===== config.mk =====
export PLATFORM = sky130hd
export DESIGN_NAME = imu_offset_moving_average
export DESIGN_NICKNAME = d
export VERILOG_FILES = /design/src/imo_pkg.sv /design/src/imo_ram.sv /design/src/imo_cfg.sv /design/src/imo_div.sv /design/src/imu_offset_moving_average.sv
export SDC_FILE = /design/constraint.sdc
export NUM_CORES = 2
export LEC_CHECK = 0
export ABC_CLOCK_PERIOD_IN_PS = 18200
export BUFFER_PORTS_ARGS = -buffer_cell sky130_fd_sc_hd__buf_2
export CELL_PAD_IN_SITES_DETAIL_PLACEMENT = 0
export CELL_PAD_IN_SITES_GLOBAL_PLACEMENT = 2
export CORE_MARGIN = 8
export CORE_UTILIZATION = 46
export DETAILED_ROUTE_END_ITERATION = 8
export GPL_TIMING_DRIVEN = 0
export PLACE_DENSITY_LB_ADDON = 0.1
export SLEW_MARGIN = 25
export SYNTH_ARGS = -nofsm -noshare
export SYNTH_HDL_FRONTEND = slang
export SYNTH_SLANG_ARGS = --single-unit

===== constraint.sdc =====
create_clock -name clk -period 18.2 [get_ports clk]
set_input_delay 1.82 -clock clk [delete_from_list [all_inputs] [get_ports clk]]
set_output_delay 1.82 -clock clk [all_outputs]
set_load 0.005 [all_outputs]

===== src/imo_pkg.sv =====
// Shared constants, types and helpers for the IMU offset moving-average block.
// No dependencies; every other source file except imo_ram imports this package.
package imo_pkg;

  localparam int WIN_LEN    = 8;
  localparam int AXES       = 6;
  localparam int ACC_AXES   = 3;
  localparam int GYRO_AXES  = AXES - ACC_AXES;

  localparam int SAMPLE_W   = 16;
  localparam int SUM_W      = SAMPLE_W + $clog2(WIN_LEN);
  localparam int PROD_W     = SUM_W + SAMPLE_W + 1;
  localparam int DIVIDEND_W = SUM_W + 9;
  // window length is a power of two, so the mean divide is a shift
  localparam int WIN_SH     = $clog2(WIN_LEN);

  localparam int SLOT_W     = $clog2(WIN_LEN);
  localparam int HIST_DEPTH = AXES * WIN_LEN;
  localparam int HIST_AW    = $clog2(HIST_DEPTH);
  localparam int AX_W       = $clog2(AXES);
  localparam int GYRO_IW    = $clog2(GYRO_AXES);

  localparam int MEAN_W     = 24;
  localparam int RAD_W      = 27;
  localparam int RAD_K_W    = 20;
  localparam int RAD_PROD_W = MEAN_W + RAD_K_W;
  // pi/180 in signed Q0.24
  localparam logic signed [RAD_K_W-1:0] RAD_PER_DEG_Q24 = 20'sd292818;

  localparam int CFG_AW     = 5;
  localparam int APB_DW     = 32;
  localparam int REG_IW     = 3;

  localparam logic [REG_IW-1:0] REG_ACC_OFF_X  = 3'd0;
  localparam logic [REG_IW-1:0] REG_ACC_OFF_Y  = 3'd1;
  localparam logic [REG_IW-1:0] REG_ACC_OFF_Z  = 3'd2;
  localparam logic [REG_IW-1:0] REG_GYRO_OFF_X = 3'd3;
  localparam logic [REG_IW-1:0] REG_GYRO_OFF_Y = 3'd4;
  localparam logic [REG_IW-1:0] REG_GYRO_OFF_Z = 3'd5;
  localparam logic [REG_IW-1:0] REG_GYRO_SCALE = 3'd6;

  localparam logic [SAMPLE_W-1:0] ACC_OFF_X_RST = 16'd100;
  localparam logic [SAMPLE_W-1:0] ACC_OFF_Y_RST = 16'hFF9C;
  localparam logic [SAMPLE_W-1:0] GYRO_SCALE_RST = 16'd3996;

  typedef struct packed {
    logic [AXES-1:0][SAMPLE_W-1:0] offset;
    logic [SAMPLE_W-1:0]           scale;
  } cfg_t;

  // raw minus offset, clamped to the signed 16-bit range
  function automatic logic signed [SAMPLE_W-1:0] correct(
    input logic signed [SAMPLE_W-1:0] raw,
    input logic signed [SAMPLE_W-1:0] off
  );
    logic signed [SAMPLE_W:0] diff;
    diff = (SAMPLE_W+1)'(raw) - (SAMPLE_W+1)'(off);
    if (diff[SAMPLE_W] != diff[SAMPLE_W-1]) begin
      correct = diff[SAMPLE_W] ? {1'b1, {(SAMPLE_W-1){1'b0}}} : {1'b0, {(SAMPLE_W-1){1'b1}}};
    end else begin
      correct = diff[SAMPLE_W-1:0];
    end
  endfunction

endpackage


===== src/imo_ram.sv =====
// Generic single-port-write, single-port-read RAM with registered read data.
// No dependencies.
module imo_ram #(
  parameter int WIDTH = 16,
  parameter int DEPTH = 16
) (
  input  logic                     clk,
  input  logic                     we,
  input  logic [$clog2(DEPTH)-1:0] waddr,
  input  logic [WIDTH-1:0]         wdata,
  input  logic [$clog2(DEPTH)-1:0] raddr,
  output logic [WIDTH-1:0]         rdata
);

  logic [WIDTH-1:0] mem [DEPTH];

  always_ff @(posedge clk) begin
    if (we) begin
      mem[waddr] <= wdata;
    end
    rdata <= mem[raddr];
  end

endmodule


===== src/imo_cfg.sv =====
// APB-style configuration registers: six axis offsets and the gyro scale.
// Depends on imo_pkg.
module imo_cfg import imo_pkg::*; (
  input  logic              clk,
  input  logic              rst,
  input  logic              psel,
  input  logic              penable,
  input  logic              pwrite,
  input  logic [CFG_AW-1:0] paddr,
  input  logic [APB_DW-1:0] pwdata,
  output logic [APB_DW-1:0] prdata,
  output cfg_t              cfg
);

  logic              wr;
  logic [REG_IW-1:0] idx;

  assign wr  = psel & penable & pwrite;
  assign idx = paddr[CFG_AW-1:2];

  always_ff @(posedge clk) begin
    if (rst) begin
      cfg.offset[0] <= ACC_OFF_X_RST;
      cfg.offset[1] <= ACC_OFF_Y_RST;
      cfg.offset[2] <= '0;
      cfg.offset[3] <= '0;
      cfg.offset[4] <= '0;
      cfg.offset[5] <= '0;
      cfg.scale     <= GYRO_SCALE_RST;
    end else if (wr) begin
      case (idx)
        REG_ACC_OFF_X:  cfg.offset[0] <= pwdata[SAMPLE_W-1:0];
        REG_ACC_OFF_Y:  cfg.offset[1] <= pwdata[SAMPLE_W-1:0];
        REG_ACC_OFF_Z:  cfg.offset[2] <= pwdata[SAMPLE_W-1:0];
        REG_GYRO_OFF_X: cfg.offset[3] <= pwdata[SAMPLE_W-1:0];
        REG_GYRO_OFF_Y: cfg.offset[4] <= pwdata[SAMPLE_W-1:0];
        REG_GYRO_OFF_Z: cfg.offset[5] <= pwdata[SAMPLE_W-1:0];
        REG_GYRO_SCALE: cfg.scale     <= pwdata[SAMPLE_W-1:0];
        default: ;
      endcase
    end
  end

  always_comb begin
    case (idx)
      REG_ACC_OFF_X:  prdata = APB_DW'(cfg.offset[0]);
      REG_ACC_OFF_Y:  prdata = APB_DW'(cfg.offset[1]);
      REG_ACC_OFF_Z:  prdata = APB_DW'(cfg.offset[2]);
      REG_GYRO_OFF_X: prdata = APB_DW'(cfg.offset[3]);
      REG_GYRO_OFF_Y: prdata = APB_DW'(cfg.offset[4]);
      REG_GYRO_OFF_Z: prdata = APB_DW'(cfg.offset[5]);
      REG_GYRO_SCALE: prdata = APB_DW'(cfg.scale);
      default:        prdata = '0;
    endcase
  end

endmodule


===== src/imo_div.sv =====
// Floor division by the window length, one registered shift stage.
// Depends on imo_pkg.
module imo_div import imo_pkg::*; (
  input  logic                         clk,
  input  logic                         rst,
  input  logic                         start,
  input  logic signed [DIVIDEND_W-1:0] dividend,
  output logic                         done,
  output logic signed [MEAN_W-1:0]     quotient
);

  logic signed [DIVIDEND_W-1:0] shifted;

  // arithmetic shift rounds toward minus infinity, as the floor needs
  assign shifted = dividend >>> WIN_SH;

  always_ff @(posedge clk) begin
    if (rst) begin
      done <= 1'b0;
    end else begin
      done <= start;
    end
  end

  always_ff @(posedge clk) begin
    if (start) begin
      quotient <= shifted[MEAN_W-1:0];
    end
  end

endmodule


===== src/imu_offset_moving_average.sv =====
// Six-axis IMU offset correction and moving-average filter, top level.
// Depends on imo_pkg, imo_ram, imo_cfg and imo_div.
//
// Each accepted item (three accelerometer and three gyro samples) has its
// per-axis offset removed with 16-bit saturation, replaces the oldest entry
// of an 8-deep window per axis, and produces one result item: the accel
// window means in Q16.8, and for the gyro axes the scaled rate in deg/s
// (Q16.8) and rad/s (Q11.16), all rounded to nearest with ties upward.
// Windows start at zero after reset, so the means ramp up over the first
// eight items. No new item is taken until the previous result is in the
// output register: the history and running sums are read and written back
// through two RAMs, then the axes are handled one at a time (product,
// rounding offset, floor shift by the window length, and the radian scaling
// and its rounding for gyro), and the output register is loaded when free.
// A new item is accepted while the previous result still waits in the
// output register.
module imu_offset_moving_average import imo_pkg::*; (
  input  logic                      clk,
  input  logic                      rst,
  input  logic                      in_valid,
  output logic                      in_stall,
  input  logic signed [SAMPLE_W-1:0] accel_x,
  input  logic signed [SAMPLE_W-1:0] accel_y,
  input  logic signed [SAMPLE_W-1:0] accel_z,
  input  logic signed [SAMPLE_W-1:0] rate_x,
  input  logic signed [SAMPLE_W-1:0] rate_y,
  input  logic signed [SAMPLE_W-1:0] rate_z,
  output logic                      out_valid,
  input  logic                      out_stall,
  output logic signed [MEAN_W-1:0]  accel_mean_x,
  output logic signed [MEAN_W-1:0]  accel_mean_y,
  output logic signed [MEAN_W-1:0]  accel_mean_z,
  output logic signed [MEAN_W-1:0]  deg_rate_x,
  output logic signed [MEAN_W-1:0]  deg_rate_y,
  output logic signed [MEAN_W-1:0]  deg_rate_z,
  output logic signed [RAD_W-1:0]   rad_rate_x,
  output logic signed [RAD_W-1:0]   rad_rate_y,
  output logic signed [RAD_W-1:0]   rad_rate_z,
  input  logic                      psel,
  input  logic                      penable,
  input  logic                      pwrite,
  input  logic [CFG_AW-1:0]         paddr,
  input  logic [APB_DW-1:0]         pwdata,
  output logic [APB_DW-1:0]         prdata,
  output logic                      pready
);

  typedef enum logic [7:0] {
    S_IDLE = 8'b0000_0001,
    S_MEM  = 8'b0000_0010,
    S_MUL  = 8'b0000_0100,
    S_PREP = 8'b0000_1000,
    S_DIV  = 8'b0001_0000,
    S_RAD  = 8'b0010_0000,
    S_RND  = 8'b0100_0000,
    S_OUT  = 8'b1000_0000
  } state_t;

  state_t state, state_next;
  cfg_t   cfg;

  logic [AXES-1:0][SAMPLE_W-1:0] sample_q;
  logic                          accept;
  logic                          load_out;

  // history / running-sum read-modify-write
  logic [SLOT_W-1:0]          slot;
  logic                       full;
  logic                       primed;
  logic [AX_W-1:0]            rd_ax;
  logic                       rd_done;
  logic                       rd_issue;
  logic                       wr_vld;
  logic [AX_W-1:0]            wr_ax;
  logic [HIST_AW-1:0]         wr_addr;
  logic [HIST_AW-1:0]         hist_raddr;
  logic signed [SAMPLE_W-1:0] corr;
  logic signed [SAMPLE_W-1:0] c_q;
  logic [SAMPLE_W-1:0]        hist_rdata;
  logic [SUM_W-1:0]           sum_rdata;
  logic signed [SAMPLE_W-1:0] hist_old;
  logic signed [SUM_W-1:0]    sum_old;
  logic signed [SUM_W-1:0]    sum_new;
  logic                       mem_last;
  logic signed [SUM_W-1:0]    sums_q [AXES];

  // per-axis arithmetic
  logic [AX_W-1:0]              calc_ax;
  logic [GYRO_IW-1:0]           gyro_ax;
  logic                         calc_acc;
  logic signed [PROD_W-1:0]     p_q;
  logic signed [PROD_W-1:0]     p_rnd;
  logic signed [DIVIDEND_W-1:0] acc_div;
  logic signed [DIVIDEND_W-1:0] div_in;
  logic                         div_start;
  logic                         div_done;
  logic signed [MEAN_W-1:0]     div_q;
  logic signed [MEAN_W-1:0]     deg_q;
  logic signed [RAD_PROD_W-1:0] prod_q;
  logic signed [RAD_PROD_W-1:0] rad_sum;
  logic signed [MEAN_W-1:0]     accel_res [ACC_AXES];
  logic signed [MEAN_W-1:0]     deg_res [GYRO_AXES];
  logic signed [RAD_W-1:0]      rad_res [GYRO_AXES];

  assign pready   = 1'b1;
  assign in_stall = (state != S_IDLE);
  assign accept   = in_valid & ~in_stall;
  assign load_out = (state == S_OUT) && (!out_valid || !out_stall);

  imo_cfg u_cfg (
    .clk     (clk),
    .rst     (rst),
    .psel    (psel),
    .penable (penable),
    .pwrite  (pwrite),
    .paddr   (paddr),
    .pwdata  (pwdata),
    .prdata  (prdata),
    .cfg     (cfg)
  );

  // ---------------- window memories ----------------
  assign rd_issue   = (state == S_MEM) && !rd_done;
  assign hist_raddr = HIST_AW'(int'(rd_ax) * WIN_LEN + int'(slot));
  assign corr       = correct(sample_q[rd_ax], cfg.offset[rd_ax]);
  assign mem_last   = wr_vld && (wr_ax == AX_W'(AXES - 1));

  imo_ram #(.WIDTH(SAMPLE_W), .DEPTH(HIST_DEPTH)) u_hist (
    .clk   (clk),
    .we    (wr_vld),
    .waddr (wr_addr),
    .wdata (c_q),
    .raddr (hist_raddr),
    .rdata (hist_rdata)
  );

  imo_ram #(.WIDTH(SUM_W), .DEPTH(AXES)) u_sums (
    .clk   (clk),
    .we    (wr_vld),
    .waddr (wr_ax),
    .wdata (sum_new),
    .raddr (rd_ax),
    .rdata (sum_rdata)
  );

  // slots not yet written since reset read as zero
  always_comb begin
    hist_old = full ? $signed(hist_rdata) : '0;
    sum_old  = primed ? $signed(sum_rdata) : '0;
    sum_new  = sum_old - SUM_W'(hist_old) + SUM_W'(c_q);
  end

  // ---------------- per-axis arithmetic ----------------
  assign calc_acc = (calc_ax < AX_W'(ACC_AXES));
  assign gyro_ax  = GYRO_IW'(calc_ax - AX_W'(ACC_AXES));

  // mean = floor((256*s + floor(W/2)) / W)
  // deg  = floor(((s*scale + 128*W) >> 8) / W)
  always_comb begin
    acc_div = (DIVIDEND_W'(sums_q[calc_ax]) <<< 8) + DIVIDEND_W'(WIN_LEN / 2);
    p_rnd   = p_q + PROD_W'(128 * WIN_LEN);
    div_in  = calc_acc ? acc_div : p_rnd[PROD_W-1:8];
    rad_sum = prod_q + RAD_PROD_W'(32768);
  end

  assign div_start = (state == S_PREP);

  imo_div u_div (
    .clk      (clk),
    .rst      (rst),
    .start    (div_start),
    .dividend (div_in),
    .done     (div_done),
    .quotient (div_q)
  );

  // ---------------- sequencer ----------------
  always_comb begin
    state_next = state;
    case (state)
      S_IDLE: if (in_valid) state_next = S_MEM;
      S_MEM:  if (mem_last) state_next = S_MUL;
      S_MUL:  state_next = S_PREP;
      S_PREP: state_next = S_DIV;
      S_DIV: begin
        if (div_done) state_next = calc_acc ? S_MUL : S_RAD;
      end
      S_RAD:  state_next = S_RND;
      S_RND:  state_next = (calc_ax == AX_W'(AXES - 1)) ? S_OUT : S_MUL;
      S_OUT:  if (load_out) state_next = S_IDLE;
      default: state_next = S_IDLE;
    endcase
  end

  always_ff @(posedge clk) begin
    if (rst) begin
      state     <= S_IDLE;
      out_valid <= 1'b0;
      wr_vld    <= 1'b0;
      rd_done   <= 1'b1;
      slot      <= '0;
      full      <= 1'b0;
      primed    <= 1'b0;
    end else begin
      state  <= state_next;
      wr_vld <= rd_issue;
      if (accept) begin
        rd_done <= 1'b0;
      end else if (rd_issue && rd_ax == AX_W'(AXES - 1)) begin
        rd_done <= 1'b1;
      end
      if (mem_last) begin
        primed <= 1'b1;
        if (slot == SLOT_W'(WIN_LEN - 1)) begin
          slot <= '0;
          full <= 1'b1;
        end else begin
          slot <= slot + SLOT_W'(1);
        end
      end
      if (load_out) begin
        out_valid <= 1'b1;
      end else if (!out_stall) begin
        out_valid <= 1'b0;
      end
    end
  end

  always_ff @(posedge clk) begin
    if (accept) begin
      sample_q <= {rate_z, rate_y, rate_x, accel_z, accel_y, accel_x};
      rd_ax    <= '0;
    end else if (rd_issue) begin
      rd_ax <= rd_ax + AX_W'(1);
    end
    wr_ax   <= rd_ax;
    wr_addr <= hist_raddr;
    c_q     <= corr;
    if (wr_vld) begin
      sums_q[wr_ax] <= sum_new;
    end

    if (mem_last) begin
      calc_ax <= '0;
    end
    if (state == S_MUL) begin
      p_q <= sums_q[calc_ax] * $signed({1'b0, cfg.scale});
    end
    if (state == S_DIV && div_done) begin
      if (calc_acc) begin
        accel_res[calc_ax[GYRO_IW-1:0]] <= div_q;
        calc_ax <= calc_ax + AX_W'(1);
      end else begin
        deg_q            <= div_q;
        deg_res[gyro_ax] <= div_q;
      end
    end
    if (state == S_RAD) begin
      prod_q <= deg_q * RAD_PER_DEG_Q24;
    end
    if (state == S_RND) begin
      rad_res[gyro_ax] <= rad_sum[RAD_W+15:16];
      calc_ax <= calc_ax + AX_W'(1);
    end

    if (load_out) begin
      accel_mean_x <= accel_res[0];
      accel_mean_y <= accel_res[1];
      accel_mean_z <= accel_res[2];
      deg_rate_x   <= deg_res[0];
      deg_rate_y   <= deg_res[1];
      deg_rate_z   <= deg_res[2];
      rad_rate_x   <= rad_res[0];
      rad_rate_y   <= rad_res[1];
      rad_rate_z   <= rad_res[2];
    end
  end

endmodule


==> out/metrics.cfg <==
[route]
wl_per_cell_microns=26.1
drt_iter0_markers=4107
first_pass_iters=5
wirelength_microns=235000
viasPerCell=5.34
drcViolationCount=0
ant_nets=0
vias=48100

[timing]
fin_crit_sh_pct=53.9
worst_slew_pin_slew_ns=1.13
period_minus_slack_ns=9.81
rsz0062_at_grt=false
slew-limit-headroom_pct=24.9
finalSetupViolations=0
skew_ns=0.0739
finalMaxSlewViolations=0
fin_setup_tns_ns=0
fmax_mhz=102
setup_ws_ns=8.39
hold_viol=0

[power]
p_comb_share_pct=12.3
seqPwrFrac_pct=51.0
cellInternalPower_mw=7.10
swShare_pct=26.1
ir_worst_vdd_mv=0.101
cellLeakagePower_nw=36.4
netSwitchingPower_mw=2.51
power_density_nw_per_um2=97.9
power_mw=9.61
p_clk_share_pct=36.7

[synth]
synth_warnings=0
syn_avg_cell_area_sq_um=15.0
yosys.area_share.adder_pct=16.5
synth.distinct_cells=83
ys_ff_latch=1721
synth_top_family_by_area=adder cells
yosysSeqAreaShare_pct=58.1
synth_area_sq_um=85600
async_reset_ff_share_pct=0
synth_xor_area_share_pct=1.51
syn_inst=5727
synth_simple_gate_area_share_pct=5.85
synth_ff_type=edfxtp_1
synth_compound_area_share_pct=3.27
synth.mux.area_fraction_pct=10.1
synth_edf_count=1529

[worst_setup_path]
cp_data_arrival_time_ns=10.40
cpMaxStageDelayCell=a21oi_1
critPathKind=flip-flop to flip-flop
worstPathMaxFanout=10
crit_path_frequent_cell=fa_1
critPathLaunchType=flip-flop
cp.required_ns=18.79
end_kind=flip-flop
critical_path.max_stage_delay_ns=0.79

[clock_tree]
cts_resized=0
root_buffer=clkbuf_16
path_clk_slew_ns=0.06
numCtsBuffers=179
tritoncts=built
clk_path_buf_depth=3
clk_latency_ns=0.86
numClockSinks=1721
cts_hold_buf=0
cts_setup_buffers=0
h-tree-depth=4

[worst_hold_path]
min-delay-path-class=flip-flop to flip-flop

[finish]
area_growth_pct=14.7
fin_nets=7320
fin_util_pct=53.0
drive_above_1_share_pct=18.6
postLayoutCellArea_sq_um=98200

[floorplanning]
rows=158
start_util_pct=46.2
die_area_sq_um=200000
die_w_microns=447
fp.dieH_microns=447
core_sq_um=185000
pin_count=400

[placement]
placed_cell_area_sq_um=92400
pre_cts_ws_ns=8.36
port_buffers=361
routabilityCongestion=0.841
dp_hpwl_microns=176000

[grt]
grt_pass1_vias=49600
grt_first_pass_wirelength_microns=340000
grt_max_degree=50
track_usage_pct=23.4
grt_overflow_total=0
antenna_found_initial=32

[run]
cap_violations=0

[outcome]
status=finished clean

## power groups by stage
stage	Combinational [mW]	Clock [mW]	Sequential (mW)
finish	1.18	3.53	4.90
global route	1.32	3.74	4.92
CTS	1.20	3.60	4.91
detailed placement	1.19	0	4.99
global placement	1.00	0	5.10
floorplan	0.685	0	4.93
## sequential cells by signal (all words and copies together) (netlist names), 27 cells and up
register	count
rad_res	81
rad_rate_x	27
deg_res	72
rad_rate_y	27
accel_res	72
prod_q	28
rad_rate_z	27
u_cfg.cfg	112
u_sums.mem	114
sample_q	96
u_hist.mem	768
## synth_stat cells (107+ instances only)
cell type,number,area [sq um]
xnor2_1,107,937
a21oi_1,173,866
and2_1,137,857
fa_1,517,10300
nor2_1,225,845
mux4_2,320,7210
clkbuf_1,155,582
o21ai_0,108,541
nand2_1,495,1860
dfxtp_1,192,3840
edfxtp_1,1529,45900
mux2i_1,128,1280
inv_1,794,2980
ha_1,302,3780
## metrics by stage
step	cells	hold slack [ns]
after floorplan	5742	0.329
after global placement	8583	0.337
after detailed placement	8658	0.351
after CTS	8982	0.353
after global routing	8998	0.358
final	9005	0.355
## metal layers
metal	share of wire (%)	up-vias	track usage [%]
met1	43	25100	32.0
met3	5.1	313	3.09
met4	3.3	2	7.08
li1	-	21400	-
met2	49	1280	39.4
met5	0.0055	-	0
## kinds of logic (layout without fill, tap and decap cells)
logic type,Yosys count,in the layout
flops,1721,1721
other cells,2,38
mux,460,460
fa+ha+maj,822,822
buf+inv,1032,1794
simple gates,1093,1093
compound gates,449,449
xor+xnor,148,148
## path summary, 6_finish.rpt
path	startpoint	to	slack, ns	cells past startpoint
worst min-delay path	rd_ax[2]$_SDFFE_PP0P_	wr_addr[5]$_DFF_P_	0.35	0
worst max register to register	calc_ax[1]$_DFF_P_	p_q[34]$_DFFE_PP_	8.39	26
worst max-delay path	calc_ax[1]$_DFF_P_	p_q[34]$_DFFE_PP_	8.39	26
worst min register to register	rd_ax[2]$_SDFFE_PP0P_	wr_addr[5]$_DFF_P_	0.35	0
## worst max-delay path, delay by kind of cell (launching register included)
family	cells	cell delay (ns)
and+or+nand+nor	4	0.64
DFF	1	0.45
muxes	1	0.34
xor gates and xnor gates	1	0.38
AOI/OAI and AO/OA	7	2.28
adders and majority gates	7	3.44
buffers and inverters	6	2.00
## layout make-up
class / instances / area [sq um]
tap: 2480 / 3100
fill: 15400 / 87000
antenna: 21 / 52.6
inverter: 797 / 2990
clock inverter: 95 / 942
multi-input combinational: 2989 / 32300
sequential: 1721 / 49800
clock buffer: 229 / 4730
timing repair buffer: 438 / 3250
buffer: 235 / 1020
## placed cells by master, fill, tap and decap left out, types with 176 or more instances in the layout
| cell | instances |
|---|---|
| buf_2 | 396 |
| clkbuf_1 | 190 |
| clkbuf_16 | 179 |
| dfxtp_1 | 176 |
| edfxtp_1 | 1529 |
| fa_1 | 517 |
| ha_1 | 302 |
| inv_1 | 787 |
| mux4_2 | 320 |
| nand2_1 | 495 |
Note: power is estimated with default switching activity, not from simulation.
